File: src/rtl/core/lkvc_pkg.sv
// Shared types and constants for the LRU key/value cache.
`timescale 1ns / 1ps
package lkvc_pkg;

  localparam int EntriesDefault = 16;
  localparam int KeyW = 32;
  localparam int ValW = 32;
  localparam int CapW = 5;

  localparam logic [CapW-1:0] CAP_RESET  = 5'd16;
  localparam logic [ValW-1:0] MISS_VALUE = 32'hFFFF_FFFF;

  localparam logic OP_GET = 1'b0;
  localparam logic OP_SET = 1'b1;

  typedef enum logic {
    S_IDLE,
    S_UPDATE
  } state_e;

  // One list slot as it moves between cells.
  typedef struct packed {
    logic            valid;
    logic [KeyW-1:0] key;
    logic [ValW-1:0] value;
  } entry_t;

  // Per-cell update command.
  typedef struct packed {
    logic take_head;  // load the new most-recent entry
    logic take_left;  // shift in the neighbor's entry (one step older)
    logic clear;      // drop the entry that would land here
  } cell_ctrl_t;

endpackage

File: src/rtl/core/lkvc_cell.sv
// One slot of the recency-ordered list: holds an entry and compares its key.
`timescale 1ns / 1ps
module lkvc_cell import lkvc_pkg::*; (
  input  logic            clk_i,
  input  logic            rst_ni,
  input  cell_ctrl_t      ctrl_i,
  input  entry_t          head_i,
  input  entry_t          left_i,
  input  logic [KeyW-1:0] lookup_key_i,
  output entry_t          entry_o,
  output logic            match_o
);

  logic            valid_q, valid_d;
  logic [KeyW-1:0] key_q, key_d;
  logic [ValW-1:0] value_q, value_d;

  always_comb begin
    valid_d = valid_q;
    key_d   = key_q;
    value_d = value_q;
    if (ctrl_i.take_head) begin
      valid_d = head_i.valid;
      key_d   = head_i.key;
      value_d = head_i.value;
    end else if (ctrl_i.take_left) begin
      valid_d = left_i.valid;
      key_d   = left_i.key;
      value_d = left_i.value;
    end
    if (ctrl_i.clear) begin
      valid_d = 1'b0;
    end
  end

  always_ff @(posedge clk_i or negedge rst_ni) begin
    if (!rst_ni) begin
      valid_q <= 1'b0;
    end else begin
      valid_q <= valid_d;
    end
  end

  always_ff @(posedge clk_i) begin
    key_q   <= key_d;
    value_q <= value_d;
  end

  assign entry_o = '{valid: valid_q, key: key_q, value: value_q};
  assign match_o = valid_q && (key_q == lookup_key_i);

endmodule

File: src/rtl/core/lru_key_value_cache_top.sv
// Top level of the fully associative LRU key/value cache.
`timescale 1ns / 1ps
// Entries live in a row of cells kept in recency order: cell 0 is the most
// recent, and the valid cells always form a prefix of the row. In S_IDLE an
// item is accepted, every cell compares the key in parallel and the hit
// position is registered; in S_UPDATE the row shifts (a hit moves to the
// front, a key set on a miss enters at the front and the oldest one falls out
// when the count has reached the capacity) and the result is registered. A
// new item is taken only once S_UPDATE is left; a result that is not taken
// holds the update state until the output frees.
// Capacity 0 acts as 1 and values above ENTRIES act as ENTRIES; lowering it
// never drops entries, but every later insert then evicts.
module lru_key_value_cache_top import lkvc_pkg::*; #(
  parameter int Entries = EntriesDefault
) (
  input  logic                   clk_i,
  input  logic                   rst_ni,
  input  logic                   cfg_we_i,
  input  logic [CapW-1:0]        cfg_wdata_i,
  input  logic                   in_valid_i,
  output logic                   in_ready_o,
  input  logic                   operation_i,
  input  logic signed [KeyW-1:0] key_i,
  input  logic signed [ValW-1:0] value_i,
  output logic                   out_valid_o,
  input  logic                   out_ready_i,
  output logic                   hit_o,
  output logic signed [ValW-1:0] read_value_o,
  output logic                   evicted_o
);

  localparam int IdxW = $clog2(Entries);
  localparam int CntW = $clog2(Entries + 1);

  state_e state_q, state_d;

  logic [CapW-1:0] cap_q;
  logic [CntW-1:0] count_q, count_d;
  logic [CntW-1:0] eff_cap;

  logic            op_q;
  logic [KeyW-1:0] key_q;
  logic [ValW-1:0] value_q;
  logic            hit_q;
  logic [IdxW-1:0] hit_pos_q;

  logic            out_valid_q;
  logic            out_hit_q, out_hit_d;
  logic [ValW-1:0] out_value_q, out_value_d;
  logic            out_evicted_q, out_evicted_d;

  entry_t     cell_entry [Entries];
  entry_t     cell_left  [Entries];
  cell_ctrl_t cell_ctrl  [Entries];
  logic [Entries-1:0] match;
  logic [IdxW-1:0]    match_pos;

  entry_t head;
  logic   accept, commit, do_move, do_insert, evict;

  // Configuration
  always_ff @(posedge clk_i or negedge rst_ni) begin
    if (!rst_ni) begin
      cap_q <= CAP_RESET;
    end else if (cfg_we_i) begin
      cap_q <= cfg_wdata_i;
    end
  end

  always_comb begin
    if (cap_q == '0) begin
      eff_cap = CntW'(1);
    end else if (int'(cap_q) > Entries) begin
      eff_cap = CntW'(Entries);
    end else begin
      eff_cap = CntW'(cap_q);
    end
  end

  // Parallel tag compare; keys are unique among valid cells so at most one hits.
  always_comb begin
    match_pos = '0;
    for (int i = 0; i < Entries; i++) begin
      if (match[i]) begin
        match_pos = match_pos | IdxW'(i);
      end
    end
  end

  assign accept = in_valid_i && in_ready_o;
  assign commit = (state_q == S_UPDATE) && (!out_valid_q || out_ready_i);

  always_ff @(posedge clk_i or negedge rst_ni) begin
    if (!rst_ni) begin
      hit_q <= 1'b0;
    end else if (accept) begin
      hit_q <= |match;
    end
  end

  always_ff @(posedge clk_i) begin
    if (accept) begin
      op_q      <= operation_i;
      key_q     <= key_i;
      value_q   <= value_i;
      hit_pos_q <= match_pos;
    end
  end

  // Next state
  always_comb begin
    state_d = state_q;
    unique case (state_q)
      S_IDLE:   if (accept) state_d = S_UPDATE;
      S_UPDATE: if (commit) state_d = S_IDLE;
      default:  state_d = S_IDLE;
    endcase
  end

  // FSM outputs
  always_comb begin
    in_ready_o = 1'b0;
    unique case (state_q)
      S_IDLE:   in_ready_o = 1'b1;
      S_UPDATE: in_ready_o = 1'b0;
      default:  in_ready_o = 1'b0;
    endcase
  end

  always_ff @(posedge clk_i or negedge rst_ni) begin
    if (!rst_ni) begin
      state_q <= S_IDLE;
    end else begin
      state_q <= state_d;
    end
  end

  // Row update
  assign do_move   = commit && hit_q;
  assign do_insert = commit && !hit_q && (op_q == OP_SET);
  assign evict     = (count_q >= eff_cap);

  always_comb begin
    head.valid = 1'b1;
    head.key   = key_q;
    head.value = (op_q == OP_SET) ? value_q : cell_entry[hit_pos_q].value;
  end

  for (genvar i = 0; i < Entries; i++) begin : g_cell
    if (i == 0) begin : g_first
      assign cell_left[i] = '0;
    end else begin : g_rest
      assign cell_left[i] = cell_entry[i-1];
    end

    always_comb begin
      cell_ctrl[i].take_head = (i == 0) && (do_move || do_insert);
      cell_ctrl[i].take_left = (i != 0) &&
                               (do_insert || (do_move && (IdxW'(i) <= hit_pos_q)));
      // the oldest entry shifts one place down on insert and is dropped there
      cell_ctrl[i].clear     = do_insert && evict && (CntW'(i) == count_q);
    end

    lkvc_cell u_cell (
      .clk_i       (clk_i),
      .rst_ni      (rst_ni),
      .ctrl_i      (cell_ctrl[i]),
      .head_i      (head),
      .left_i      (cell_left[i]),
      .lookup_key_i(key_i),
      .entry_o     (cell_entry[i]),
      .match_o     (match[i])
    );
  end

  always_comb begin
    count_d = count_q;
    if (do_insert && !evict) begin
      count_d = count_q + CntW'(1);
    end
  end

  always_ff @(posedge clk_i or negedge rst_ni) begin
    if (!rst_ni) begin
      count_q <= '0;
    end else begin
      count_q <= count_d;
    end
  end

  // Result register
  always_comb begin
    out_hit_d     = hit_q;
    out_evicted_d = !hit_q && (op_q == OP_SET) && evict;
    if (op_q == OP_SET) begin
      out_value_d = value_q;
    end else if (hit_q) begin
      out_value_d = cell_entry[hit_pos_q].value;
    end else begin
      out_value_d = MISS_VALUE;
    end
  end

  always_ff @(posedge clk_i or negedge rst_ni) begin
    if (!rst_ni) begin
      out_valid_q <= 1'b0;
    end else if (commit) begin
      out_valid_q <= 1'b1;
    end else if (out_ready_i) begin
      out_valid_q <= 1'b0;
    end
  end

  always_ff @(posedge clk_i) begin
    if (commit) begin
      out_hit_q     <= out_hit_d;
      out_value_q   <= out_value_d;
      out_evicted_q <= out_evicted_d;
    end
  end

  assign out_valid_o  = out_valid_q;
  assign hit_o        = out_hit_q;
  assign read_value_o = out_value_q;
  assign evicted_o    = out_evicted_q;

endmodule
File: config.mk
export PLATFORM = sky130hd
export DESIGN_NAME = lru_key_value_cache_top
export DESIGN_NICKNAME = d
export VERILOG_FILES = /design/src/rtl/core/lkvc_pkg.sv /design/src/rtl/core/lkvc_cell.sv /design/src/rtl/core/lru_key_value_cache_top.sv
export SDC_FILE = /design/constraint.sdc
export NUM_CORES = 1
export LEC_CHECK = 0
export ABC_AREA = 1
export BUFFER_PORTS_ARGS = -buffer_cell sky130_fd_sc_hd__buf_2
export CAP_MARGIN = 30
export CELL_PAD_IN_SITES_DETAIL_PLACEMENT = 1
export CELL_PAD_IN_SITES_GLOBAL_PLACEMENT = 2
export CORE_UTILIZATION = 45
export DETAILED_ROUTE_END_ITERATION = 8
export PLACE_DENSITY_LB_ADDON = 0.1
export SETUP_SLACK_MARGIN = 0.3
export SYNTH_ARGS = -nofsm -noshare
export SYNTH_HDL_FRONTEND = slang
export SYNTH_SLANG_ARGS = --single-unit
File: constraint.sdc
create_clock -name clk_i -period 23.2 [get_ports clk_i]
set_clock_uncertainty 0.15 [all_clocks]
set_input_delay 3.48 -clock clk_i [delete_from_list [all_inputs] [get_ports clk_i]]
set_output_delay 3.48 -clock clk_i [all_outputs]
set_load 0.02 [all_outputs]
==> flow_summary_export.csv <==
group,metric,value,unit
layout,nets,4188,
sta,slew_headroom,32.2,%
clock_network,ctsRootBufferMaster,"clkbuf_16",
critical_path,crit_path_max_incr_delay,0.74,ns
synth,syn_area,48400,sq um
clock_network,htreeDepth,3,
routing,dr.pass1.iters,7,
global_routing,gr-total-overflow,0,
routing,routed_wl,146000,um
global_routing,grt_pass1_wl,214000,um
sta,clock.fmax,142,MHz
clock_network,cts_tree,"done",
floorplan,rows,120,
floorplan,die_w,330,um
routing,drt-vias-per-instance,5.50,
clock_network,cts_made_buffers,121,
layout,multi_input_area,11700,sq um
critical_path,path_cells,"buf_2 -> inv_1 -> nand2_1 -> nand2_1 -> inv_2 -> nand2_2 -> a21oi_4 -> buf_4 -> inv_2 -> a21oi_4 -> buf_4",
clock_network,clock-sinks,1156,
critical_path,worst_setup_path_end_kind,"register",
sta,tightest_slew,1.02,ns
power_and_ir_drop,ir_drop,0.0587,mV
synth,yosys_warnings,0,
routing,ant_nets,0,
synth,yosysSeqAreaShare,71.4,%
layout,ff_latch_area,34600,sq um
worst_hold_path,min_path_type,"register to register",
floorplan,ios,111,
global_routing,track_usage,27.0,%
routing,wl_per_cell,26.0,um
synth,synth_cell_types,50,
floorplan,core,107000,sq um
placement,place_ws,15.36,ns
critical_path,critical_path_class,"input port to register",
sta,postLayoutSetupSlackWorst,16.15,ns
critical_path,crit_fanout,54,
synth,postSynthCellCount,3991,
floorplan,dieArea,109000,sq um
sta,fin_tns_setup,0,ns
sta,finalMaxSlewViolations,0,
placement,dpl.hpwl,99100,um
routing,vias,30800,
placement,port_buffers,110,
synth,ys_ff_latch,1156,
synth,syn_nets,4076,
routing,drt_iter0_drc,2763,
sta,rsz0062_at_grt,"no",
sta,min_period,7.05,ns
global_routing,grt_max_degree,140,
layout,synthToLayoutAreaGrowth,12.3,%
critical_path,cp-start-kind,"input port",
synth,syn-mean-instance-area,12.1,sq um
routing,route.detailed.drc,0,
floorplan,dieHeight,330,um
layout,drive_gt1_share,10.4,%
layout,layout_commonest_cell,"edfxtp_1",
placement,place_congestion,0.915,
sta,finalSetupViolations,0,
global_routing,antenna_found_initial,2,
clock_network,post_cts_resized,0,
clock_network,cts_buffer_depth,3,
clock_network,clk_pin_slew,0.06,ns
power_and_ir_drop,leakagePower,19.2,nW
clock_network,post_cts_buffers,0,
job,max_cap_violations,0,
global_routing,grt_pass1_vias,31900,
floorplan,initial_core_util,45.3,%
layout,num-fill-cells,11000,
layout,layout_common_cells,"edfxtp_1, nand2_1, nor2_1",
status,status,"finished, final reports clean",
critical_path,crit_slowest_cell,"buf_4",
clock_network,hold_buffers,0,
power_and_ir_drop,pwr_density_cell,97.0,nW/um^2
sta,period_share,30.4,%
critical_path,cp.required,23.38,ns
critical_path,arrival,7.23,ns
sta,final-hold-violation-count,0,
clock_network,clk_latency,0.71,ns
[synth_stat cells, drive strengths merged]
master	number	share of area, %
a21boi	4	0.062
a21o	2	0.031
a21oi	40	0.44
a22o	5	0.090
a31oi	4	0.077
and2	7	0.090
and3	2	0.026
buf	140	1.9
clkbuf	42	0.33
clkinv	1	0.0077
dfrtp	28	1.4
dfstp	1	0.054
edfxtp	1127	70
ha	10	0.26
inv	323	2.5
mux2i	1	0.021
nand2	893	6.9
nand3	228	2.4
nand4	64	0.83
nor2	367	2.9
nor3	7	0.083
o211ai	101	1.6
o21a	2	0.031
o21ai	282	2.9
o221ai	8	0.14
o22ai	31	0.40
o311ai	33	0.61
or2	45	0.58
xnor2	175	3.2
xor2	18	0.33
[final cells by class]
class                   instances  share of cell area (%)
well taps                    1403                    3.23
diodes                          1                 0.00460
repair buffers                171                    2.01
flip-flops and latches       1156                    63.6
clock buffers                 146                    5.78
inverters                     324                    2.27
multi-input cells            2329                    21.6
clock inverters                78                    1.59
[routing by layer]
layer	share of wire, %	vias up	track usage [%]
li1	-	14100	-
met1	46	15800	38.4
met2	47	747	43.8
met3	4.4	218	3.50
met4	2.8	0	7.54
met5	0	-	0
[report_power, final]
group | switching [mW] | internal, mW | total (mW) | leakage (nW)
Combinational | 0.429 | 0.157 | 0.586 | 6.53
Clock | 0.835 | 1.16 | 1.99 | 1.95
Sequential | 0.130 | 2.57 | 2.70 | 10.7
[critical path, delay by kind of cell]
family | cells | cell delay, ns
AO/OA/AOI/OAI | 2 | 1.24
buffers and inverters | 6 | 1.89
AND/OR/NAND/NOR | 3 | 0.49
[final timing paths]
check / endpoint / cells after the start / from / slack [ns]
worst max-delay path: g_cell[14].u_cell.key_q[11] / 11 / out_ready_i / 16.15
worst min-delay path: g_cell[0].u_cell.key_q[18] / 0 / key_q[18] / 0.27
worst max register to register: g_cell[9].u_cell.value_q[4] / 8 / hit_pos_q[1] / 18.06
worst min register to register: g_cell[0].u_cell.key_q[18] / 0 / key_q[18] / 0.27
max in group asynchronous: g_cell[9].u_cell.valid_q / 1 / rst_ni / 19.73
min in group asynchronous: out_valid_o / 1 / rst_ni / 2.67
[cell families after synthesis]
group / after synthesis / synth area share [%]
AO/OA/AOI/OAI: 512 / 6.38
XOR/XNOR: 193 / 3.49
adder cells (fa/ha/maj): 10 / 0.258
buffers and inverters: 506 / 4.73
flip-flops: 1156 / 71.4
multiplexers: 1 / 0.0207
AND/OR/NAND/NOR: 1613 / 13.8
[flip-flops by register name, summed over array words and instances, names as in the netlist]
| name | flops |
|---|---|
| state_q | 1 |
| g_cell.u_cell.value_q | 512 |
| evicted_o | 1 |
| out_valid_o | 1 |
| hit_o | 1 |
| value_q | 32 |
| read_value_o | 32 |
| key_q | 32 |
| g_cell.u_cell.key_q | 512 |
| op_q | 1 |
| hit_pos_q | 4 |
| count_q | 5 |
| g_cell.u_cell.valid_q | 16 |
| hit_q | 1 |
| cap_q | 5 |
[stage by stage]
| step | hold slack, ns | cell area [sq um] | utilization [%] | instances | total power [mW] |
|---|---|---|---|---|---|
| 2_1_floorplan | 0.250 | 48400 | - | 3991 | 3.06 |
| 4_1_cts | 0.270 | 54400 | 50.8 | 5606 | 5.31 |
| 3_5_place_dp | 0.255 | 50300 | 47.1 | 5382 | 3.33 |
| 5_1_grt | 0.275 | 54400 | 50.9 | 5607 | 5.45 |
| 6_report | 0.268 | 54400 | 50.9 | 5608 | 5.28 |
| 3_3_place_gp | 0.250 | 50300 | 47.0 | 5378 | 3.30 |
(Power assumes the default switching activity.)
